<file path="config.mk">
export PLATFORM = sky130hd
export DESIGN_NAME = nor_flash_command_sequencer_unit
export DESIGN_NICKNAME = d
export VERILOG_FILES = /design/src/rtl/nfcs_pkg.sv /design/src/rtl/nfcs_ctrl.sv /design/src/rtl/nfcs_emit.sv /design/src/rtl/nor_flash_command_sequencer_unit.sv
export SDC_FILE = /design/constraint.sdc
export NUM_CORES = 1
export LEC_CHECK = 0
export BUFFER_PORTS_ARGS = -buffer_cell sky130_fd_sc_hd__buf_2
export CORE_MARGIN = 1.5
export CORE_UTILIZATION = 55
export DETAILED_ROUTE_END_ITERATION = 7
export GPL_TIMING_DRIVEN = 1
export HOLD_SLACK_MARGIN = 0.05
export PLACE_DENSITY = 0.89
export SKIP_CTS_REPAIR_TIMING = 1
export SLEW_MARGIN = 10
export SYNTH_ARGS = -nofsm -noshare
export SYNTH_HDL_FRONTEND = slang
export SYNTH_SLANG_ARGS = --single-unit
</file>
<file path="constraint.sdc">
create_clock -name clk -period 5.6 [get_ports clk]
set_clock_uncertainty 0.15 [all_clocks]
set_input_delay 1.12 -clock clk [delete_from_list [all_inputs] [get_ports clk]]
set_output_delay 1.12 -clock clk [all_outputs]
set_load 0.02 [all_outputs]
</file>
<file path="src/rtl/nfcs_pkg.sv">
// Package for the NOR flash command sequencer: field widths, codes, flash command
// constants, shared structs and the result-sequence functions.
// No dependencies.
package nfcs_pkg;

	localparam int ADDR_W = 20;
	localparam int DATA_W = 16;

	// item kinds on the input side
	localparam logic [1:0] FN_PROG  = 2'd0;
	localparam logic [1:0] FN_ERASE = 2'd1;
	localparam logic [1:0] FN_IDENT = 2'd2;
	localparam logic [1:0] FN_RESP  = 2'd3;

	// result kinds
	localparam logic [1:0] KIND_WR   = 2'd0;
	localparam logic [1:0] KIND_RD   = 2'd1;
	localparam logic [1:0] KIND_DONE = 2'd2;

	// done status
	localparam logic [1:0] ST_OK     = 2'd0;
	localparam logic [1:0] ST_FAIL   = 2'd1;
	localparam logic [1:0] ST_PROT   = 2'd2;
	localparam logic [1:0] ST_ABSENT = 2'd3;

	// flash command set
	localparam logic [ADDR_W-1:0] UNLOCK1_ADDR = ADDR_W'(12'h555);
	localparam logic [ADDR_W-1:0] UNLOCK2_ADDR = ADDR_W'(12'h2aa);
	localparam logic [DATA_W-1:0] UNLOCK1_DATA = DATA_W'(8'haa);
	localparam logic [DATA_W-1:0] UNLOCK2_DATA = DATA_W'(8'h55);
	localparam logic [DATA_W-1:0] CMD_PROG     = DATA_W'(8'ha0);
	localparam logic [DATA_W-1:0] CMD_ERASE    = DATA_W'(8'h80);
	localparam logic [DATA_W-1:0] CMD_SECTOR   = DATA_W'(8'h30);
	localparam logic [DATA_W-1:0] CMD_RESET    = DATA_W'(8'hf0);
	localparam logic [DATA_W-1:0] CMD_AUTOSEL  = DATA_W'(8'h90);
	localparam logic [DATA_W-1:0] MFR_ID_A     = DATA_W'(8'h01);
	localparam logic [DATA_W-1:0] MFR_ID_B     = DATA_W'(8'h04);
	localparam logic [DATA_W-1:0] DEV_ID_A     = 16'h2249;
	localparam logic [DATA_W-1:0] DEV_ID_B     = 16'h22c4;
	localparam logic [ADDR_W-1:0] MFR_ID_ADDR  = '0;
	localparam logic [ADDR_W-1:0] DEV_ID_ADDR  = ADDR_W'(1);
	localparam int               DQ7          = 7;
	localparam int               DQ5          = 5;

	localparam logic [19:0] WIN_START_RST = 20'ha0000;
	localparam logic [19:0] WIN_END_RST   = 20'hfffff;

	localparam logic CFG_WIN_START = 1'b0;
	localparam logic CFG_WIN_END   = 1'b1;

	typedef enum logic [3:0] {
		PH_IDLE  = 4'd0,
		PH_PCMP  = 4'd1,
		PH_PPOLL = 4'd2,
		PH_PFIN  = 4'd3,
		PH_MFR   = 4'd4,
		PH_DEV   = 4'd5,
		PH_EPOLL = 4'd6,
		PH_EFIN  = 4'd7
	} phase_t;

	// result sequences the emitter can play out
	typedef enum logic [2:0] {
		SQ_NONE    = 3'd0,
		SQ_DONE    = 3'd1,
		SQ_RD      = 3'd2,
		SQ_ID      = 3'd3,
		SQ_PROG    = 3'd4,
		SQ_RSTDONE = 3'd5,
		SQ_ERASE   = 3'd6
	} seq_t;

	typedef struct packed {
		logic [1:0]        func;
		logic [ADDR_W-1:0] addr;
		logic [DATA_W-1:0] wdata;
		logic [DATA_W-1:0] rdata;
	} item_t;

	typedef struct packed {
		seq_t              seq;
		logic [ADDR_W-1:0] addr;
		logic [DATA_W-1:0] data;
		logic [1:0]        st;
	} desc_t;

	typedef struct packed {
		logic [1:0]        kind;
		logic [ADDR_W-1:0] bus_addr;
		logic [DATA_W-1:0] bus_data;
		logic [1:0]        status;
	} result_t;

	function automatic logic [2:0] seq_last(seq_t seq);
		logic [2:0] n;
		n = 3'd0;
		case (seq)
			SQ_ID:      n = 3'd3;
			SQ_PROG:    n = 3'd4;
			SQ_RSTDONE: n = 3'd1;
			SQ_ERASE:   n = 3'd7;
			default:    n = 3'd0;
		endcase
		return n;
	endfunction

	function automatic result_t mk(logic [1:0] kind, logic [ADDR_W-1:0] a,
			logic [DATA_W-1:0] d, logic [1:0] st);
		result_t r;
		r.kind     = kind;
		r.bus_addr = a;
		r.bus_data = d;
		r.status   = st;
		return r;
	endfunction

	function automatic result_t res_at(desc_t ds, logic [2:0] k);
		result_t r;
		r = mk(KIND_DONE, '0, '0, ds.st);
		case (ds.seq)
			SQ_RD: r = mk(KIND_RD, ds.addr, '0, ST_OK);
			SQ_ID, SQ_PROG: begin
				case (k)
					3'd0: r = mk(KIND_WR, UNLOCK1_ADDR, UNLOCK1_DATA, ST_OK);
					3'd1: r = mk(KIND_WR, UNLOCK2_ADDR, UNLOCK2_DATA, ST_OK);
					3'd2: r = mk(KIND_WR, UNLOCK1_ADDR,
						(ds.seq == SQ_ID) ? CMD_AUTOSEL : CMD_PROG, ST_OK);
					3'd3: r = (ds.seq == SQ_ID) ? mk(KIND_RD, ds.addr, '0, ST_OK)
						: mk(KIND_WR, ds.addr, ds.data, ST_OK);
					default: r = mk(KIND_RD, ds.addr, '0, ST_OK);
				endcase
			end
			SQ_RSTDONE: begin
				if (k == 3'd0) begin
					r = mk(KIND_WR, '0, CMD_RESET, ST_OK);
				end
			end
			SQ_ERASE: begin
				case (k)
					3'd0: r = mk(KIND_WR, '0, CMD_RESET, ST_OK);
					3'd1: r = mk(KIND_WR, UNLOCK1_ADDR, UNLOCK1_DATA, ST_OK);
					3'd2: r = mk(KIND_WR, UNLOCK2_ADDR, UNLOCK2_DATA, ST_OK);
					3'd3: r = mk(KIND_WR, UNLOCK1_ADDR, CMD_ERASE, ST_OK);
					3'd4: r = mk(KIND_WR, UNLOCK1_ADDR, UNLOCK1_DATA, ST_OK);
					3'd5: r = mk(KIND_WR, UNLOCK2_ADDR, UNLOCK2_DATA, ST_OK);
					3'd6: r = mk(KIND_WR, ds.addr, CMD_SECTOR, ST_OK);
					default: r = mk(KIND_RD, ds.addr, '0, ST_OK);
				endcase
			end
			default: r = mk(KIND_DONE, '0, '0, ds.st);
		endcase
		return r;
	endfunction

endpackage

</file>
<file path="src/rtl/nfcs_ctrl.sv">
// Command state of the sequencer: phase, held command, write window registers and
// the per-item decision that picks the next result sequence. Uses nfcs_pkg.
module nfcs_ctrl import nfcs_pkg::*; (
	input  logic              clk,
	input  logic              arst_n,
	input  logic              cfg_we,
	input  logic              cfg_index,
	input  logic [19:0]       cfg_wdata,
	input  logic              item_valid,
	input  item_t             item,
	input  logic              can_load,
	output logic              fire,
	output logic              load,
	output desc_t             desc
);

	phase_t            phase_q, phase_nx;
	logic [1:0]        cmd_q;
	logic [ADDR_W-1:0] addr_q;
	logic [DATA_W-1:0] data_q;
	logic [ADDR_W-1:0] win_start_q, win_end_q;
	logic              hold;
	logic              dq7match, id_mfr_ok, id_dev_ok, win_new, win_held;

	assign dq7match  = item.rdata[DQ7] == data_q[DQ7];
	assign id_mfr_ok = (item.rdata == MFR_ID_A) || (item.rdata == MFR_ID_B);
	assign id_dev_ok = (item.rdata == DEV_ID_A) || (item.rdata == DEV_ID_B);
	assign win_new   = (item.addr >= win_start_q) && (item.addr <= win_end_q);
	assign win_held  = (addr_q >= win_start_q) && (addr_q <= win_end_q);

	always_comb begin
		phase_nx  = phase_q;
		hold      = 1'b0;
		desc.seq  = SQ_NONE;
		desc.addr = addr_q;
		desc.data = data_q;
		desc.st   = ST_OK;
		if (item.func != FN_RESP) begin
			if (phase_q == PH_IDLE) begin
				hold      = 1'b1;
				desc.addr = item.addr;
				desc.data = item.wdata;
				if (item.func == FN_PROG) begin
					if (!win_new) begin
						desc.seq = SQ_DONE;
						desc.st  = ST_PROT;
					end else begin
						desc.seq = SQ_RD;
						phase_nx = PH_PCMP;
					end
				end else begin
					desc.seq  = SQ_ID;
					desc.addr = MFR_ID_ADDR;
					phase_nx  = PH_MFR;
				end
			end
		end else begin
			unique case (phase_q)
				PH_PCMP: begin
					if (item.rdata == data_q) begin
						desc.seq = SQ_DONE;
						phase_nx = PH_IDLE;
					end else begin
						desc.seq = SQ_PROG;
						phase_nx = PH_PPOLL;
					end
				end
				PH_PPOLL: begin
					if (dq7match) begin
						desc.seq = SQ_DONE;
						phase_nx = PH_IDLE;
					end else begin
						desc.seq = SQ_RD;
						if (item.rdata[DQ5]) phase_nx = PH_PFIN;
					end
				end
				PH_PFIN: begin
					desc.seq = SQ_DONE;
					desc.st  = dq7match ? ST_OK : ST_FAIL;
					phase_nx = PH_IDLE;
				end
				PH_MFR: begin
					if (id_mfr_ok) begin
						desc.seq  = SQ_ID;
						desc.addr = DEV_ID_ADDR;
						phase_nx  = PH_DEV;
					end else begin
						desc.seq = SQ_RSTDONE;
						desc.st  = ST_ABSENT;
						phase_nx = PH_IDLE;
					end
				end
				PH_DEV: begin
					desc.seq = SQ_RSTDONE;
					phase_nx = PH_IDLE;
					if (!id_dev_ok) begin
						desc.st = ST_ABSENT;
					end else if (cmd_q != FN_ERASE) begin
						desc.st = ST_OK;
					end else if (!win_held) begin
						desc.st = ST_PROT;
					end else begin
						desc.seq = SQ_ERASE;
						phase_nx = PH_EPOLL;
					end
				end
				PH_EPOLL: begin
					if (item.rdata[DQ7]) begin
						desc.seq = SQ_DONE;
						phase_nx = PH_IDLE;
					end else begin
						desc.seq = SQ_RD;
						if (item.rdata[DQ5]) phase_nx = PH_EFIN;
					end
				end
				PH_EFIN: begin
					desc.seq = SQ_DONE;
					desc.st  = item.rdata[DQ7] ? ST_OK : ST_FAIL;
					phase_nx = PH_IDLE;
				end
				default: desc.seq = SQ_NONE;
			endcase
		end
	end

	// items with no results never wait for the emitter
	assign fire = item_valid && (can_load || (desc.seq == SQ_NONE));
	assign load = fire && (desc.seq != SQ_NONE);

	always_ff @(posedge clk or negedge arst_n) begin
		if (!arst_n) begin
			phase_q <= PH_IDLE;
			cmd_q   <= '0;
			addr_q  <= '0;
			data_q  <= '0;
		end else if (fire) begin
			phase_q <= phase_nx;
			if (hold) begin
				cmd_q  <= item.func;
				addr_q <= item.addr;
				data_q <= item.wdata;
			end
		end
	end

	always_ff @(posedge clk or negedge arst_n) begin
		if (!arst_n) begin
			win_start_q <= ADDR_W'(WIN_START_RST);
			win_end_q   <= ADDR_W'(WIN_END_RST);
		end else if (cfg_we) begin
			if (cfg_index == CFG_WIN_START) win_start_q <= ADDR_W'(cfg_wdata);
			else                            win_end_q   <= ADDR_W'(cfg_wdata);
		end
	end

endmodule

</file>
<file path="src/rtl/nfcs_emit.sv">
// Result stage: holds one result sequence and plays it out one bus access per
// transaction on the output side. Uses nfcs_pkg.
module nfcs_emit import nfcs_pkg::*; (
	input  logic    clk,
	input  logic    arst_n,
	input  logic    load,
	input  desc_t   desc,
	output logic    can_load,
	output logic    out_valid,
	input  logic    out_ready,
	output result_t out_res,
	output logic    out_last
);

	logic       valid_q;
	desc_t      desc_q;
	logic [2:0] idx_q;

	assign out_valid = valid_q;
	assign out_last  = idx_q == seq_last(desc_q.seq);
	assign out_res   = res_at(desc_q, idx_q);
	assign can_load  = !valid_q || (out_ready && out_last);

	always_ff @(posedge clk or negedge arst_n) begin
		if (!arst_n) begin
			valid_q <= 1'b0;
			idx_q   <= '0;
		end else if (load) begin
			valid_q <= 1'b1;
			idx_q   <= '0;
		end else if (valid_q && out_ready) begin
			if (out_last) valid_q <= 1'b0;
			else          idx_q   <= idx_q + 3'd1;
		end
	end

	always_ff @(posedge clk) begin
		if (load) desc_q <= desc;
	end

endmodule

</file>
<file path="src/rtl/nor_flash_command_sequencer_unit.sv">
// NOR flash command sequencer, top level: input register stage, command control
// and result emitter. Uses nfcs_pkg, nfcs_ctrl, nfcs_emit.
//
// Takes program, erase and identify commands and the flash's read responses, and
// returns the bus writes, bus read requests and a final done result each one calls
// for. Items with no result or one result stream at one per cycle while m_tready is
// high, and an item with no result never waits. An item with n results (up to eight:
// the erase sequence) holds the result stage, one bus access per output transaction,
// while a next item with results waits in the input register. Window registers
// are written through cfg_we/cfg_index/cfg_wdata (index 0 window_start, 1 window_end).
module nor_flash_command_sequencer_unit import nfcs_pkg::*; (
	input  logic        clk,
	input  logic        arst_n,
	input  logic        cfg_we,
	input  logic        cfg_index,
	input  logic [19:0] cfg_wdata,
	input  logic        s_tvalid,
	output logic        s_tready,
	input  logic [55:0] s_tdata,   // addr[19:0], wdata[35:20], rdata[51:36], zero pad
	input  logic [1:0]  s_tuser,   // func[1:0]
	output logic        m_tvalid,
	input  logic        m_tready,
	output logic [39:0] m_tdata,   // bus_addr[19:0], bus_data[35:20], status[37:36], pad
	output logic [1:0]  m_tuser,   // kind[1:0]
	output logic        m_tlast
);

	logic    valid_s1;
	item_t   item_s1;
	logic    fire, load, can_load;
	desc_t   desc;
	result_t res;

	assign s_tready = !valid_s1 || fire;

	always_ff @(posedge clk or negedge arst_n) begin
		if (!arst_n) begin
			valid_s1 <= 1'b0;
		end else if (s_tready) begin
			valid_s1 <= s_tvalid;
		end
	end

	always_ff @(posedge clk) begin
		if (s_tready && s_tvalid) begin
			item_s1.func  <= s_tuser;
			item_s1.addr  <= s_tdata[19:0];
			item_s1.wdata <= s_tdata[35:20];
			item_s1.rdata <= s_tdata[51:36];
		end
	end

	nfcs_ctrl u_ctrl (
		.clk        (clk),
		.arst_n     (arst_n),
		.cfg_we     (cfg_we),
		.cfg_index  (cfg_index),
		.cfg_wdata  (cfg_wdata),
		.item_valid (valid_s1),
		.item       (item_s1),
		.can_load   (can_load),
		.fire       (fire),
		.load       (load),
		.desc       (desc)
	);

	nfcs_emit u_emit (
		.clk       (clk),
		.arst_n    (arst_n),
		.load      (load),
		.desc      (desc),
		.can_load  (can_load),
		.out_valid (m_tvalid),
		.out_ready (m_tready),
		.out_res   (res),
		.out_last  (m_tlast)
	);

	assign m_tuser = res.kind;
	assign m_tdata = {2'b00, res.status, res.bus_data, res.bus_addr};

endmodule
</file>
==> run summary <==
RSZ-0062 raised after global routing - no
Die Height - 136.3 µm
Clock Sinks - 181
pre-CTS WS - 1628 ps
Max Slew Vio Count - 0
R2R setup slack - 1750 ps
top_reg_cell synth - edfxtp_1
Root Driver - clkbuf_16
Max FO, Critical Path - 20
Worst Hold Class - flop to flop
Synth Register Bits - 181
fmax - 225.1 MHz
Core Region - 17300 µm²
overall power - 5.829 mW
CTS H-tree depth - 4
mean area per synthesized cell - 11.23 µm²
Hold Vio Cnt, Final - 0
clock-pin slew on the worst setup and hold paths - 70 ps
Post-synth EDFFs - 95
iteration count of the initial detailed-routing pass - 6
Cell Area, Synth - 9767 µm²
Synth async-reset ratio - 47.51%
Crit. End Element - output pin
max cap viols - 0
die area - 18570 µm²
# IOs - 129
status - complete, no violations
Ys Warns - 0
WL met1 - 9604 µm
fin crit share - 79.34%
Worst VDD drop - 323.0 µV
initial antenna violation count - 2
Cell Rows - 48
final RePlAce weighted congestion - 0.8944
met3 wire len - 1901 µm
total vias in the final route - 7404
Post-DRT Antenna Nets - 0
PwrDens - 520.6 nW/µm²
Final min period - 4443 ps
vias in the first global route - 7294
CTS Buf Count - 17
Tightest Pin Transition - 1164 ps
final setup TNS - 0 ps
wire per inst - 19.40 µm
Setup WS post-layout - 1157 ps
Arrival @ worst endpoint - 3170 ps
largest net degree at the start of global routing - 56
P&R area growth vs syn - 14.63%
vias per cell - 6.049
Hold Path Stages - 1
layout cells sized above 1 - 25.03%
metal2 WL - 11500 µm
Initial Util - 56.47%
most frequent cells in the layout - buf_2 (121), nand2_1 (108), edfxtp_1 (95)
Inserted Diodes - 0
Gate Count Post-Synth - 870
startpoint types - flop
worst hold slack - 347.1 ps
DR iter-0 viols - 664
FILL cells - 1249
first-pass GRT wire length - 37620 µm
GRT Total Usage - 26.80%
Crit Path Category - flop to output pin
top sig layer - met4
Worst Path Required - 4330 ps
register area share after synthesis - 51.52%
clock tree buffer depth - 2
routed wire length - 23740 µm
Final nets - 1155
most common cell after layout, fill and taps aside - buf_2
DRC violations left - 0
Final setup viols - 0
LEAKAGE - 4.999 nW
Final HPWL DP - 17060 µm
Netlist cell types - 71
die width - 136.3 µm
CTS tree - done
Worst slew margin - 22.30%
R2R cell count - 9
global route overflow - 0
Worst-Skew Late Latency - 440 ps
quantity of I/O buffers inserted on ports - 122
cell usage after synthesis (3+ instances only):
| cell type | instances | area share [%] |
|---|---|---|
| a21o_1 | 20 | 1.5 |
| a21oi_1 | 55 | 2.8 |
| a22o_1 | 21 | 1.9 |
| a22oi_1 | 3 | 0.23 |
| and2_1 | 19 | 1.2 |
| and3_1 | 9 | 0.58 |
| and4_1 | 5 | 0.45 |
| buf_2 | 4 | 0.20 |
| clkbuf_1 | 25 | 0.96 |
| dfrtp_1 | 64 | 16 |
| dfstp_2 | 22 | 5.9 |
| edfxtp_1 | 95 | 29 |
| ha_1 | 85 | 11 |
| inv_1 | 48 | 1.8 |
| mux2_1 | 6 | 0.69 |
| mux2_2 | 52 | 6.0 |
| nand2_1 | 108 | 4.2 |
| nand2b_1 | 5 | 0.32 |
| nand3_1 | 17 | 0.87 |
| nand4_1 | 17 | 1.1 |
| nor2_1 | 26 | 1.0 |
| nor2b_1 | 11 | 0.70 |
| nor3_1 | 12 | 0.61 |
| nor3b_1 | 3 | 0.23 |
| o211ai_1 | 7 | 0.54 |
| o21a_1 | 3 | 0.23 |
| o21ai_0 | 46 | 2.4 |
| o21bai_1 | 3 | 0.23 |
| o2bb2ai_1 | 5 | 0.45 |
| or3_1 | 5 | 0.32 |
| xnor2_1 | 16 | 1.4 |
state kept, by name (all words and copies together) (netlist names), 3 cells and up:
register / count
u_ctrl.win_end_q: 20
u_ctrl.data_q: 16
u_ctrl.phase_q: 3
u_ctrl.win_start_q: 20
u_emit.desc_q: 41
u_emit.idx_q: 3
item_s1: 54
u_ctrl.addr_q: 20
metrics by stage:
| step | cells | cell area (µm²) | utilization [%] |
|---|---|---|---|
| after global routing | 1224 | 11200 | 64.73 |
| after CTS | 1224 | 11200 | 64.73 |
| after detailed placement | 1192 | 10590 | 61.24 |
| after floorplan | 871 | 9771 | - |
| after global placement | 1192 | 10590 | 61.24 |
| final | 1224 | 11200 | 64.73 |
critical path: stages, from the launching register on:
cell and delay (ps):
dfrtp_1 710, clkinv_1 380, ha_1 430, o32ai_1 300, o21ai_0 140, o21bai_1 170
buf_4 220, and2_1 200, buf_2 160
kinds of logic after synthesis:
| group | Yosys count | synth area share [%] |
|---|---|---|
| and+or+nand+nor | 249 | 12.62 |
| AOI/OAI and AO/OA | 193 | 12.86 |
| DFF | 181 | 51.52 |
| adders and majority gates | 85 | 10.89 |
| buffers and inverters | 82 | 3.279 |
| muxes | 61 | 7.174 |
| xor gates and xnor gates | 18 | 1.614 |
| other | 1 | 0.03840 |
worst paths after layout:
kind                                 start                      to
max                        u_emit.idx_q[2]             m_tdata[13]
min                            item_s1[26]       u_ctrl.data_q[10]
min reg2reg                    item_s1[26]       u_ctrl.data_q[10]
max in group asynchronous           arst_n     u_ctrl.win_end_q[3]
max reg2reg                     item_s1[7]              item_s1[1]
min in group asynchronous           arst_n  u_ctrl.win_start_q[13]
layout make-up:
| class | instances | area, µm² | share of cell area, % |
|---|---|---|---|
| Timing Repair Buffer | 128 | 658.1 | 5.878 |
| Sequential cell | 181 | 5032 | 44.95 |
| Inverter | 50 | 187.7 | 1.676 |
| Clock inverter | 15 | 177.7 | 1.587 |
| Multi-Input combinational cell | 608 | 4433 | 39.60 |
| Clock buffer | 17 | 425.4 | 3.800 |
| Tap cell | 225 | 281.5 | 2.515 |
per-layer routing:
| metal | GRT usage (%) | up-vias |
|---|---|---|
| li1 | - | 3426 |
| met1 | 34.29 | 3585 |
| met2 | 43.43 | 331 |
| met3 | 5.891 | 62 |
| met4 | 12.65 | 0 |
| met5 | 0 | - |
power by group:
part	total [mW]	internal [mW]	switching, mW	leakage (nW)
clock	1.21	0.704	0.511	0.294
combinational	2.34	0.963	1.38	2.79
sequential	2.27	1.90	0.367	1.91
total	5.83	3.57	2.26	5.00
No activity file was read; power rests on OpenSTA's default activity.
